`src/hw/rtl/mcrb_pkg.sv`:
```
// Shared types, constants and ring-pointer helpers for the multi-channel rx ring buffer.
// Used by mcrb_front, mcrb_cmd_fifo, mcrb_back and multi_channel_rx_ring_buffer.
`timescale 1ns / 1ps

package mcrb_pkg;

  localparam int RING_DEPTH   = 8192;
  localparam int NUM_CHANNELS = 4;
  localparam int MAX_READ     = 64;

  localparam int PTR_W     = $clog2(RING_DEPTH);
  localparam int MEM_DEPTH = NUM_CHANNELS * RING_DEPTH;
  localparam int MEM_AW    = $clog2(MEM_DEPTH);
  localparam int NCNT_W    = $clog2(MAX_READ + 1);

  localparam int OP_W    = 3;
  localparam int CH_W    = 2;
  localparam int LIM_W   = 7;
  localparam int STAT_W  = 3;
  localparam int AVAIL_W = 13;
  localparam int CNT_W   = 32;
  localparam int IN_W    = 24;
  localparam int OUT_W   = 160;
  localparam int OUT_PAD = OUT_W - (8 + STAT_W + 1 + AVAIL_W + 4 * CNT_W);

  localparam int QDEPTH = 2;
  localparam int QAW    = $clog2(QDEPTH);

  localparam logic [OP_W-1:0] OP_WRITE = 3'd0;
  localparam logic [OP_W-1:0] OP_READ  = 3'd1;
  localparam logic [OP_W-1:0] OP_FLUSH = 3'd2;
  localparam logic [OP_W-1:0] OP_INIT  = 3'd3;
  localparam logic [OP_W-1:0] OP_QUERY = 3'd4;

  localparam logic [STAT_W-1:0] ST_OK     = 3'd0;
  localparam logic [STAT_W-1:0] ST_DROP   = 3'd1;
  localparam logic [STAT_W-1:0] ST_STALE  = 3'd2;
  localparam logic [STAT_W-1:0] ST_EMPTY  = 3'd3;
  localparam logic [STAT_W-1:0] ST_NOINIT = 3'd4;

  typedef enum logic [2:0] {
    K_WRITE,
    K_READ,
    K_FLUSH,
    K_INIT,
    K_QUERY,
    K_BADCH
  } kind_t;

  typedef struct packed {
    kind_t             kind;
    logic [CH_W-1:0]   channel;
    logic [7:0]        data_byte;
    logic              burst_end;
    logic [LIM_W-1:0]  limit;
  } cmd_t;

  typedef struct packed {
    logic [7:0]          out_byte;
    logic                byte_valid;
    logic                last;
    logic [STAT_W-1:0]   status;
    logic                wake_reader;
    logic [AVAIL_W-1:0]  available;
    logic [CNT_W-1:0]    overflow_total;
    logic [CNT_W-1:0]    rx_total;
    logic [CNT_W-1:0]    burst_writes;
    logic [CNT_W-1:0]    reads_served;
  } res_t;

  typedef enum logic [1:0] {
    B_IDLE,
    B_RD_ISSUE,
    B_RD_DATA
  } bstate_t;

  typedef logic [PTR_W-1:0] ptr_t;

  function automatic ptr_t bump(ptr_t p);
    return (32'(p) == RING_DEPTH - 1) ? '0 : ptr_t'(p + 1'b1);
  endfunction

  function automatic ptr_t held(ptr_t w, ptr_t r);
    logic [PTR_W:0] d;
    if (w >= r) begin
      d = {1'b0, w} - {1'b0, r};
    end else begin
      d = (PTR_W + 1)'(RING_DEPTH) - {1'b0, r} + {1'b0, w};
    end
    return d[PTR_W-1:0];
  endfunction

  function automatic logic [AVAIL_W-1:0] to_avail(ptr_t h);
    logic [31:0] t;
    t = 32'(h);
    return t[AVAIL_W-1:0];
  endfunction

  function automatic logic [MEM_AW-1:0] mem_addr(logic [CH_W-1:0] ch, ptr_t p);
    return MEM_AW'(MEM_AW'(ch) * MEM_AW'(RING_DEPTH) + MEM_AW'(p));
  endfunction

endpackage

```
`src/hw/rtl/mcrb_cmd_fifo.sv`:
```
// Short command queue between the front end and the back end.
// Depends on mcrb_pkg.
`timescale 1ns / 1ps

module mcrb_cmd_fifo (
  input  logic            clk,
  input  logic            rst,
  input  logic            push_valid,
  output logic            push_ready,
  input  mcrb_pkg::cmd_t  push_cmd,
  output logic            pop_valid,
  input  logic            pop_ready,
  output mcrb_pkg::cmd_t  pop_cmd
);

  mcrb_pkg::cmd_t               entries [mcrb_pkg::QDEPTH];
  logic [mcrb_pkg::QAW-1:0]     wr_idx;
  logic [mcrb_pkg::QAW-1:0]     rd_idx;
  logic [mcrb_pkg::QAW:0]       count;
  logic                         do_push;
  logic                         do_pop;

  assign push_ready = 32'(count) < mcrb_pkg::QDEPTH;
  assign pop_valid  = count != '0;
  assign pop_cmd    = entries[rd_idx];
  assign do_push    = push_valid && push_ready;
  assign do_pop     = pop_valid && pop_ready;

  always_ff @(posedge clk) begin
    if (rst) begin
      wr_idx <= '0;
      rd_idx <= '0;
      count  <= '0;
    end else begin
      if (do_push) begin
        wr_idx <= (32'(wr_idx) == mcrb_pkg::QDEPTH - 1) ? '0 : wr_idx + 1'b1;
      end
      if (do_pop) begin
        rd_idx <= (32'(rd_idx) == mcrb_pkg::QDEPTH - 1) ? '0 : rd_idx + 1'b1;
      end
      if (do_push && !do_pop) begin
        count <= count + 1'b1;
      end else if (do_pop && !do_push) begin
        count <= count - 1'b1;
      end
    end
  end

  always_ff @(posedge clk) begin
    if (do_push) begin
      entries[wr_idx] <= push_cmd;
    end
  end

endmodule

```
`config.mk`:
```
export PLATFORM = sky130hd
export DESIGN_NAME = mcrb_cmd_fifo
export DESIGN_NICKNAME = d
export VERILOG_FILES = /design/src/hw/rtl/mcrb_pkg.sv /design/src/hw/rtl/mcrb_cmd_fifo.sv
export SDC_FILE = /design/constraint.sdc
export NUM_CORES = 1
export LEC_CHECK = 0
export BUFFER_PORTS_ARGS = -buffer_cell sky130_fd_sc_hd__buf_4
export CAP_MARGIN = 0
export CORE_ASPECT_RATIO = 1.75
export CORE_UTILIZATION = 48
export CTS_BUF_LIST = sky130_fd_sc_hd__clkbuf_4 sky130_fd_sc_hd__clkbuf_8
export DETAILED_ROUTE_END_ITERATION = 16
export PLACE_DENSITY = 0.77
export SYNTH_ARGS = -nofsm -noshare
export SYNTH_HDL_FRONTEND = slang
export SYNTH_SLANG_ARGS = --single-unit
```
`constraint.sdc`:
```
create_clock -name clk -period 1.9 [get_ports clk]
set_input_delay 0.285 -clock clk [delete_from_list [all_inputs] [get_ports clk]]
set_output_delay 0.285 -clock clk [all_outputs]
set_load 0.1 [all_outputs]
```
==> results.md <==
- The number of nets in the synthesized netlist is 114.
- After synthesis, the share of cell area in mux cells is 13.7%.
- The synthesized design contains 47 register bits.
- The worst slew slack as a fraction of its limit is 79.6%.
- The post-route minimum period is between 1.5 and 2 ns.
- The clock reaches the later pin of the worst-skew pair after 0.29 ns.
- In this run the number of H-tree levels came out at 2.
- The global-route wire length before repair is 4110 µm.
- The antenna diode count is 0.
- The number of stages on the worst hold path is 1.
- The root buffer cell is sky130_fd_sc_hd__clkbuf_8.
- After synthesis, the netlist uses 15 different library cells.
- The minimum setup slack among reg-to-reg paths is between 0.2 and 0.3 ns.
- The endpoint of the worst hold path is entries[1][6].
- Wires add up to 2800 µm.
- Entering global routing, the biggest net connects 17 pins.
- Clock-pin slew was measured on the worst setup and hold paths at 0.08 ns.
- The area of the mapped netlist is roughly 1700 µm².
- The signal on the critical path passes through buf_4, mux2_2, buf_4.
- The net count of the finished layout is 172.
- The fraction of post-synthesis cell area in the top cell type by area is 73.3%.
- Hold repair after CTS inserted 0 buffers.
- The number of buffers added by the clock tree synthesis step is 5.
- The endpoint of the worst register-to-register path is count[1].
- The core footprint is 3400 µm².
- The via count of the first global-routing pass is 1010.
- The arrival time at the worst endpoint is 1.48 ns.
- The floorplan step set the die height to between 80 and 90 µm.
- The cell count after placement is 184.
- TritonCTS built the clock tree.
- After synthesis, the largest family of logic cells by area is multiplexers.
- The most used cell along the critical path is sky130_fd_sc_hd__buf_4.
- Input and output buffers added on the ports amount to 47.
- The overall die width is 47.3 µm.
- The slew of the pin with the lowest slew margin is 0.302 ns.
- Buffers added to address setup during post-CTS repair amount to 0.
- The endpoint class of the critical path is an output port.
- Counting every instance in the synthesized netlist gives a little under 90.
- The origin of the worst min-delay path is push_cmd[6].
- For this design the top-level I/O count stands at 48.
- CTS saw 47 sinks.
- The die covers 3840 µm².
- The worst setup path is launched from a flop.
- After Yosys synthesis, and, or, nand and nor cells account for 2.69% of the synthesized area.
- The number of rows in the core area is 28.
- The cell accounting for the most synthesized area is sky130_fd_sc_hd__edfxtp_1.
- The final number of hold-violating endpoints came to 0.
- After Yosys synthesis, full adders, half adders and majority gates account for 0.727% of the synthesized area.
- The number of remaining DRC errors is 0.
- In this run the worst path has a maximum fanout of 16.
- The hold slack is around 0.17 ns.
- Before antenna repair, the detailed router went through 5 iterations.
- The critical path in this run is classified as reg -> out.
- In this run the remaining antenna-violating nets after routing total 0.
- The cell type of the slowest stage on the worst timing path is sky130_fd_sc_hd__mux2_2.
- The depth of the worst register-to-register path is 4.
- In the final routed layout, each cell accounts on average for approximately 15 µm.
- Of the total synthesized cell area, the portion taken by XOR and XNOR cells is 2.04%.
- In this run the critical register-to-register path is launched from count[1].
- Timing would allow up to 0.565 GHz.
- Dividing the detail-routed via count by the number of cells gives roughly 4.9.
- The number of setup violations in the final report is 0.
- For this run, the number of Yosys warnings is 0.
- The final clock skew is 0.00565 ns.
- Across every metal layer, demand over resource in global routing totals roughly 16%.
- Max-cap violations in this run came to 0.
- The flow ran to the end, and the final reports show no timing, DRC or antenna violations.
- Setup repair after global routing left no endpoint under its margin.
- The fraction of final layout cells with drive strength greater than 1 is 57.1%.
- On the worst path, the slowest cell contributes a delay of 0.37 ns.
- Once layout is complete, the cells apart from fillers number 192.
- The required arrival time at the worst endpoint is 1.62 ns.
- The quantity of gates resized following cts is 0.
- The sequential-to-total area share from yosys stat is 79.1%.
- Summing the areas of all compound-gate instances in the mapped netlist gives 0.873% of the synthesized area.
- The portion of the clock cycle consumed by the worst path in the final layout is 93.1%.
- The initial antenna violation count is 0.
- The overall via count from detail_route is 941.
- The global route total overflow is 0.
- The detailed placement HPWL is ~2000 µm.
- The routability congestion estimate from global placement is roughly 0.65.
- The average cell area after synthesis is 19.6 µm².
- The final number of max-transition violations was 0.
- Yosys attributes the largest share of cell area to sky130_fd_sc_hd__edfxtp_1 (73%), sky130_fd_sc_hd__mux2_2 (14%), sky130_fd_sc_hd__dfxtp_1 (5.8%).
- After routing, the total negative slack on setup checks comes to 0 ns.
- From synthesis to final layout, the design area changed by 31.1%.
- After the first detailed-routing iteration, the DRC count stood at 11.
- The path class of the tightest hold or removal check is in -> reg.
- The clock passes through at most 2 buffers.
- The initial utilization of the core area, before any placement, comes to 50.6%.
## worst max path at each step
| stage | slack (ns) | end | depth (start not counted) |
|---|---|---|---|
| CTS | 0.10 | pop_cmd[11] | 3 |
| finish | 0.13 | pop_cmd[18] | 3 |
| global placement | 0.42 | entries[1][18] | 4 |
| floorplan | 0.32 | entries[0][0] | 2 |
| detailed placement | 0.31 | count[1] | 4 |
| global route | 0.06 | pop_cmd[3] | 3 |
## critical path, delay by kind of cell, from the launching register on
family	cells	cell delay, ns
flip-flops	1	0.34
buffers and inverters	2	0.48
multiplexers	1	0.37
## sequential cells by signal (all words and copies together) (netlist names), named ones only
signal   cells
entries     42
count        2
rd_idx       1
wr_idx       1
## placed cells by master, fill, tap and decap left out, drive strengths merged
cell      Yosys  final
a21oi         1      1
and2          1      1
buf           2     53
clkbuf        0      5
clkinv        0      1
clkinvlp      0      2
dfxtp         5      5
edfxtp       42     42
ha            1      1
inv           1      1
mux2         21     21
nor2          4      4
nor2b         2      2
o21ai         2      2
or2           1      1
or3           1      1
xnor2         1      1
xor2          3      3
## metal layers
layer	part of all wire, %	routed length (µm)	vias to the layer above	track usage [%]
met5	0	0	-	0
met4	2.1	58	0	10.0
met1	36	993	458	15.7
met2	58	1620	29	27.5
met3	4.5	127	5	3.56
li1	-	-	449	-
## layout make-up
type / count / area [µm²]
Clock buffer: 5 / 68.8
Clock inverter: 3 / 20.0
Fill cell: 261 / 1140
Inverter: 1 / 3.75
Multi-Input combinational cell: 38 / 348
Sequential cell: 47 / 1360
Tap cell: 45 / 56.3
Timing Repair Buffer: 53 / 398
## cells in the mapped netlist
cell type                  instances
sky130_fd_sc_hd__o21ai_0           2
sky130_fd_sc_hd__and2_1            1
sky130_fd_sc_hd__or2_2             1
sky130_fd_sc_hd__buf_2             2
sky130_fd_sc_hd__xor2_1            3
sky130_fd_sc_hd__a21oi_1           1
sky130_fd_sc_hd__nor2b_1           2
sky130_fd_sc_hd__or3_1             1
sky130_fd_sc_hd__dfxtp_1           5
sky130_fd_sc_hd__xnor2_1           1
sky130_fd_sc_hd__mux2_2           21
sky130_fd_sc_hd__nor2_1            4
sky130_fd_sc_hd__edfxtp_1         42
sky130_fd_sc_hd__ha_1              1
sky130_fd_sc_hd__inv_1             1
## through the flow
| stage | util [%] | cell area (µm²) | setup WS (ns) |
|---|---|---|---|
| 5_1_grt | 66.4 | 2260 | 0.0578 |
| 6_report | 66.4 | 2260 | 0.131 |
| 3_3_place_gp | 63.8 | 2170 | 0.417 |
| 4_1_cts | 66.4 | 2260 | 0.103 |
| 2_1_floorplan | - | 1720 | 0.315 |
| 3_5_place_dp | 63.8 | 2170 | 0.307 |
## kinds of logic (layout without fill, tap and decap cells)
group           count (synthesis)  after routing
flops                          47             47
mux                            21             21
simple gates                    9              9
xor+xnor                        4              4
compound gates                  3              3
buf+inv                         3             62
fa+ha+maj                       1              1
Power is left out: the tool's default activity adds up to more than one toggle a clock period on the data nets, which glitch-free logic cannot reach.
